`src/rtl/fifo_free_list_allocator_defines.svh`:
```
// Assertion macros for the free list allocator.
`ifndef FIFO_FREE_LIST_ALLOCATOR_DEFINES_SVH
`define FIFO_FREE_LIST_ALLOCATOR_DEFINES_SVH

// Same-cycle implication, checked outside reset.
`define FAL_ASSERT_IMP(label, clk, rst_n, ante, cons) \
  label: assert property (@(posedge clk) disable iff (!(rst_n)) (ante) |-> (cons)) \
    else $error("free list allocator check failed");

// Next-cycle implication, checked outside reset.
`define FAL_ASSERT_NXT(label, clk, rst_n, ante, cons) \
  label: assert property (@(posedge clk) disable iff (!(rst_n)) (ante) |=> (cons)) \
    else $error("free list allocator check failed");

`endif

```
`src/rtl/fal_pkg.sv`:
```
// Types and constants of the free list allocator.
package fal_pkg;

  localparam int unsigned LINK_W  = 7;
  localparam int unsigned GRANT_W = 6;
  localparam int unsigned INDEX_W = 8;

  localparam logic ACT_ACQUIRE = 1'b0;
  localparam logic ACT_RELEASE = 1'b1;

  typedef enum logic {
    ST_IDLE,
    ST_EXEC
  } state_e;

endpackage

```
`src/rtl/fifo_free_list_allocator.sv`:
```
// Fixed pool free list allocator: link memory, head/tail pointers and stream ports.
//
// Input channel s_axis: tuser is the action (0 acquire, 1 release), tdata the
// entry index to release (ignored for an acquire). Output channel m_axis: one
// item per input item, tdata = {now_empty, granted_index[5:0], ok}.
// An item is accepted in ST_IDLE, during which the next link of the head is read
// from the synchronous link memory; ST_EXEC then uses that link once the output
// register is free, updates head, tail and the memory, and loads the output
// register. No new item is accepted until the update of the last one is done,
// and the result is then held in the output register.
// The output register holds a finished item while the receiver stalls; the
// next item is still accepted, and its update waits until the register frees.
// At reset the list holds every entry in order: a valid bit per entry, cleared
// at reset, makes an unwritten entry read as the link to the following entry,
// so no clearing pass is needed and items are accepted straight after reset.
// Release of an index at or beyond the pool size is ignored and answered with
// ok low. A double release is not detected.
`include "fifo_free_list_allocator_defines.svh"

module fifo_free_list_allocator #(
  parameter int unsigned POOL_ENTRIES = 64
) (
  input  logic       clk_i,
  input  logic       rst_ni,
  input  logic       s_axis_tvalid,
  output logic       s_axis_tready,
  input  logic [7:0] s_axis_tdata,   // [7:0] entry_index
  input  logic       s_axis_tuser,   // [0] action
  output logic       m_axis_tvalid,
  input  logic       m_axis_tready,
  output logic [7:0] m_axis_tdata    // [0] ok, [6:1] granted_index, [7] now_empty
);

  localparam int unsigned IDX_W = (POOL_ENTRIES > 1) ? $clog2(POOL_ENTRIES) : 1;
  localparam logic [fal_pkg::INDEX_W-1:0] POOL_LIM = fal_pkg::INDEX_W'(POOL_ENTRIES);

  fal_pkg::state_e state_q, state_d;

  logic [fal_pkg::LINK_W-1:0]  head_q, head_d;
  logic [fal_pkg::LINK_W-1:0]  tail_q, tail_d;
  logic                        empty_q, empty_d;
  logic                        action_q;
  logic [fal_pkg::INDEX_W-1:0] index_q;

  // link memory and its per-entry written marks
  logic [fal_pkg::LINK_W-1:0] mem_q [POOL_ENTRIES];
  logic [POOL_ENTRIES-1:0]    vld_q;
  logic [fal_pkg::LINK_W-1:0] rd_data_q;
  logic                       rd_vld_q;
  logic [IDX_W-1:0]           rd_addr_q;

  logic                       s_accept;
  logic                       exec_go;
  logic                       wr_en;
  logic [IDX_W-1:0]           wr_addr;
  logic [fal_pkg::LINK_W-1:0] wr_data;
  logic [fal_pkg::INDEX_W-1:0] rst_next;
  logic [fal_pkg::LINK_W-1:0] link;

  logic                       m_valid_q;
  logic [7:0]                 m_data_q;
  logic                       res_ok;
  logic [fal_pkg::LINK_W-1:0] res_grant;

  assign s_axis_tready = (state_q == fal_pkg::ST_IDLE);
  assign s_accept      = s_axis_tvalid && s_axis_tready;
  assign exec_go       = (state_q == fal_pkg::ST_EXEC) && (!m_valid_q || m_axis_tready);

  // an unwritten entry reads as its reset link
  assign rst_next = fal_pkg::INDEX_W'(rd_addr_q) + 1'b1;
  assign link     = rd_vld_q ? rd_data_q
                  : ((rst_next == POOL_LIM) ? '0 : rst_next[fal_pkg::LINK_W-1:0]);

  always_comb begin
    state_d   = state_q;
    head_d    = head_q;
    tail_d    = tail_q;
    empty_d   = empty_q;
    wr_en     = 1'b0;
    wr_addr   = tail_q[IDX_W-1:0];
    wr_data   = index_q[fal_pkg::LINK_W-1:0];
    res_ok    = 1'b0;
    res_grant = '0;
    unique case (state_q)
      fal_pkg::ST_IDLE: begin
        if (s_accept) begin
          state_d = fal_pkg::ST_EXEC;
        end
      end
      fal_pkg::ST_EXEC: begin
        if (exec_go) begin
          state_d = fal_pkg::ST_IDLE;
          if (action_q == fal_pkg::ACT_ACQUIRE) begin
            if (!empty_q) begin
              res_ok    = 1'b1;
              res_grant = head_q;
              if (head_q == tail_q) begin
                empty_d = 1'b1;
              end else begin
                head_d = link;
              end
            end
          end else if (index_q < POOL_LIM) begin
            res_ok = 1'b1;
            tail_d = index_q[fal_pkg::LINK_W-1:0];
            if (empty_q) begin
              head_d  = index_q[fal_pkg::LINK_W-1:0];
              empty_d = 1'b0;
            end else begin
              wr_en = 1'b1;
            end
          end
        end
      end
      default: state_d = fal_pkg::ST_IDLE;
    endcase
  end

  always_ff @(posedge clk_i or negedge rst_ni) begin
    if (!rst_ni) begin
      state_q <= fal_pkg::ST_IDLE;
      head_q  <= '0;
      tail_q  <= fal_pkg::LINK_W'(POOL_ENTRIES - 1);
      empty_q <= 1'b0;
      vld_q   <= '0;
    end else begin
      state_q <= state_d;
      head_q  <= head_d;
      tail_q  <= tail_d;
      empty_q <= empty_d;
      if (wr_en) begin
        vld_q[wr_addr] <= 1'b1;
      end
    end
  end

  // hold the item and the head link read while it waits for the update cycle
  always_ff @(posedge clk_i) begin
    if (s_accept) begin
      action_q  <= s_axis_tuser;
      index_q   <= s_axis_tdata;
      rd_addr_q <= head_q[IDX_W-1:0];
      rd_vld_q  <= vld_q[head_q[IDX_W-1:0]];
    end
  end

  always_ff @(posedge clk_i) begin
    if (wr_en) begin
      mem_q[wr_addr] <= wr_data;
    end
    if (s_accept) begin
      rd_data_q <= mem_q[head_q[IDX_W-1:0]];
    end
  end

  always_ff @(posedge clk_i or negedge rst_ni) begin
    if (!rst_ni) begin
      m_valid_q <= 1'b0;
    end else if (exec_go) begin
      m_valid_q <= 1'b1;
    end else if (m_axis_tready) begin
      m_valid_q <= 1'b0;
    end
  end

  always_ff @(posedge clk_i) begin
    if (exec_go) begin
      m_data_q <= {empty_d, res_grant[fal_pkg::GRANT_W-1:0], res_ok};
    end
  end

  assign m_axis_tvalid = m_valid_q;
  assign m_axis_tdata  = m_data_q;

  `FAL_ASSERT_IMP(a_empty_head_tail, clk_i, rst_ni, empty_q, head_q == tail_q)
  `FAL_ASSERT_NXT(a_exec_gives_item, clk_i, rst_ni, exec_go, m_axis_tvalid)
  `FAL_ASSERT_IMP(a_no_write_on_read, clk_i, rst_ni, wr_en, !s_accept)

endmodule
```
`config.mk`:
```
export PLATFORM = sky130hd
export DESIGN_NAME = fifo_free_list_allocator
export DESIGN_NICKNAME = d
export VERILOG_FILES = /design/src/rtl/fal_pkg.sv /design/src/rtl/fifo_free_list_allocator.sv
export VERILOG_INCLUDE_DIRS = /design/src /design/src/rtl
export SDC_FILE = /design/constraint.sdc
export NUM_CORES = 1
export LEC_CHECK = 0
export BUFFER_PORTS_ARGS = -buffer_cell sky130_fd_sc_hd__buf_2
export CAP_MARGIN = 20
export CELL_PAD_IN_SITES_DETAIL_PLACEMENT = 1
export CELL_PAD_IN_SITES_GLOBAL_PLACEMENT = 1
export CORE_ASPECT_RATIO = 1.1
export CORE_MARGIN = 1.5
export CORE_UTILIZATION = 30
export CTS_BUF_LIST = sky130_fd_sc_hd__clkbuf_8
export DETAILED_ROUTE_END_ITERATION = 8
export PLACE_DENSITY_LB_ADDON = 0.1
export SETUP_SLACK_MARGIN = 0.5
export SLEW_MARGIN = 5
export SYNTH_ARGS = -nofsm -noshare
export SYNTH_HDL_FRONTEND = slang
export SYNTH_SLANG_ARGS = --single-unit
```
`constraint.sdc`:
```
create_clock -name clk_i -period 3.1 [get_ports clk_i]
set_input_delay 0.155 -clock clk_i [delete_from_list [all_inputs] [get_ports clk_i]]
set_output_delay 0.155 -clock clk_i [all_outputs]
set_load 0.005 [all_outputs]
```
==> metrics.cfg <==
[timing]
final.min_clock_period_ns=2.59
hold_slack_ns=0.0567
min_period_over_period_pct=83.6
final-hold-violation-count=0
finalClockSkew_ns=0.0279
slew_viol_final=0
slew_headroom_pct=26.5
rsz0062_at_grt=yes
max_clock_freq_ghz=0.386
worst_slew_pin_slew_ns=1.10
finalSetupTns_ns=0
setup-violations-final=0

[power_and_ir_drop]
power.density_mw_per_mm2=820
peakVddDrop_mv=0.334
power_mw=21.6
p_leak_nw=8.99

[routing]
ant_nets=0
vias=11500
drtPass1Iterations=4
wl_per_cell_um=25.9
vias_per_cell=4.81
drt-initial-drc-count=682
drc_errors=0
postRouteWirelength_um=61700

[placement]
numPortBuffers=22
place_congestion=0.763
dp_hpwl_um=38800

[yosys]
synth_top_family_by_area=multiplexers
synth_most_common_cell=edfxtp_1
synth_compound_area_share_pct=4.37
synth_xor_xnor_area_share_pct=0.393
syn_area_mm2=0.0223
syn_inst=1140
synthesis.nets=1154
synth_simple_gate_area_share_pct=3.61
synth_enable_flop_cells=479
synth_common_cells=edfxtp_1 (479), mux4_2 (115), nor2_1 (86)
ys_async_sr_fraction_pct=14.5
synth_fa_ha_area_share_pct=0.0562
syn_avg_cell_area_um2=19.5
yosys_warnings=0
synth_seq_cells=560
yosysUniqueCellTypes=49
synth_mux_area_share_pct=15.8
synthTopCellsByArea=edfxtp_1 (65%), mux4_2 (12%), dfrtp_1 (8.4%)
synthFlopType=edfxtp_1
synth_top_area_cell=edfxtp_1
ys_seq_area_share_pct=73.7
yosysTopAreaCellShare_pct=64.6

[global_route]
grtUsageTotal_pct=16.6
antenna_found_initial=1
grt_pass1_vias=12600
grt_overflow=0
grt_max_degree=66
grt_pass1_wl_um=90900

[worst_setup_path]
startpoint_type=register
crit_type=reg2reg
end_kind=register
reg2reg_depth=6
worstPathRequired_ns=3.52
worstPathMaxFanout=31
critPathArrivalTime_ns=3.01

[finish]
drive_gt1_share_pct=31.8
nets=1360
fin_util_pct=35.9
fillCellCount=7258
area_growth_pct=18.4
multi_input_area_mm2=0.00548
register_area_mm2=0.0164

[clock_tree]
clk_latency_ns=0.69
ctsLongestPathBuffers=3
numCtsBuffers=95
cts_max_level=3
cts_num_sinks=560
clkTransAtPathRegs_ns=0.07
cts_tree=yes
root_buffer=clkbuf_8

[outcome]
status=finished, final reports clean

[die]
start_util_pct=30.4
die_h_um=289
placement_rows=104
core_mm2=0.0734
io_pins=23
die_area_mm2=0.0759
fp.dieW_um=263

[run]
drv_cap=0

[min_path]
hold_class=in2async

placed cells by master, fill, tap and decap left out, types with 4 or more instances in the layout:
master,count
diode_2,4
o22ai_1,9
nor3_1,9
mux2i_1,29
and2_1,9
or3_1,6
a21oi_1,14
o21bai_1,65
buf_12,15
mux2_2,25
a211oi_1,9
o21ai_1,10
clkinv_1,22
o21ai_0,24
edfxtp_1,479
xnor2_1,9
nor2_4,7
clkbuf_8,103
nand2_1,24
inv_1,38
nor2_1,76
buf_2,21
dfrtp_1,71
dlygate4sd3_1,11
mux4_1,13
nand2b_1,7
buf_4,131
clkinv_2,7
nor2b_1,9
o31ai_1,4
a2111oi_0,4
nand3_1,5
dfstp_2,6
mux4_2,115
power breakdown:
group	leakage, nW	internal [mW]	switching (mW)	total, mW
sequential	5.41	8.61	0.471	9.08
clock	1.03	3.21	3.04	6.25
combinational	2.55	2.85	3.45	6.30
per-stage QoR:
stage               setup slack [ns]  area, um^2  cells
floorplan                      0.375       22300   1140
global placement               0.185       24300   2179
detailed placement             0.214       24300   2179
CTS                            0.420       26300   2376
global route                   0.423       26400   2378
finish                         0.509       26400   2381
flip-flops by register name, summed over array words and instances (netlist names):
name / count
m_axis_tdata: 8
empty_q: 1
m_axis_tvalid: 1
rd_data_q: 7
state_q: 1
index_q: 8
action_q: 1
head_q: 7
mem_q: 448
tail_q: 7
vld_q: 64
rd_vld_q: 1
rd_addr_q: 6
final timing paths:
| kind | startpoint | end | slack (ns) |
|---|---|---|---|
| max | head_q[0]$_DFFE_PN0P_ | rd_data_q[0]$_DFFE_PP_ | 0.51 |
| min | rst_ni | vld_q[1]$_DFFE_PN0P_ | 0.06 |
| max reg2reg | head_q[0]$_DFFE_PN0P_ | rd_data_q[0]$_DFFE_PP_ | 0.51 |
| min reg2reg | vld_q[24]$_DFFE_PN0P_ | vld_q[24]$_DFFE_PN0P_ | 0.47 |
| max in group asynchronous | rst_ni | vld_q[41]$_DFFE_PN0P_ | 2.61 |
| min in group clk_i | s_axis_tvalid | index_q[3]$_DFFE_PP_ | 0.17 |
kinds of logic (layout without fill, tap and decap cells):
kind of cell	count (synthesis)	count (layout)
AOI/OAI and AO/OA	146	146
xor gates and xnor gates	10	10
adders and majority gates	1	1
buffers and inverters	70	353
DFF	560	560
muxes	184	184
other	0	4
and+or+nand+nor	169	169
final cells by class:
class	count	share of cell area (%)
Multi-Input combinational cell	510	20.8
Timing Repair Buffer	178	5.68
Clock buffer	103	5.37
Inverter	1	0.0142
Antenna cell	4	0.0379
Tap cell	954	4.52
Sequential cell	560	62.3
Clock inverter	71	1.30
per-layer routing:
metal,part of all wire [%],global-route usage [%],vias up
met5,0,0,-
met3,3.3,2.80,79
met4,1.8,4.64,0
met2,49,27.6,184
met1,46,22.6,6172
li1,-,-,5026
worst max-delay path, stage by stage (launching register included):
cell and delay (ns):
dfrtp_4 0.47, buf_12 0.26, mux4_2 0.55, mux2i_1 0.30, o22ai_1 0.21, o31ai_1 0.40
o21ai_1 0.12
what timing repair did:
action	CTS	global route
resized for setup	3	12
setup buffers	11	1
cloned	0	0
setup endpoints to repair	15	72
hold endpoints to repair	90	0
hold buffers	12	0
Power figures use the tool's default switching activity.
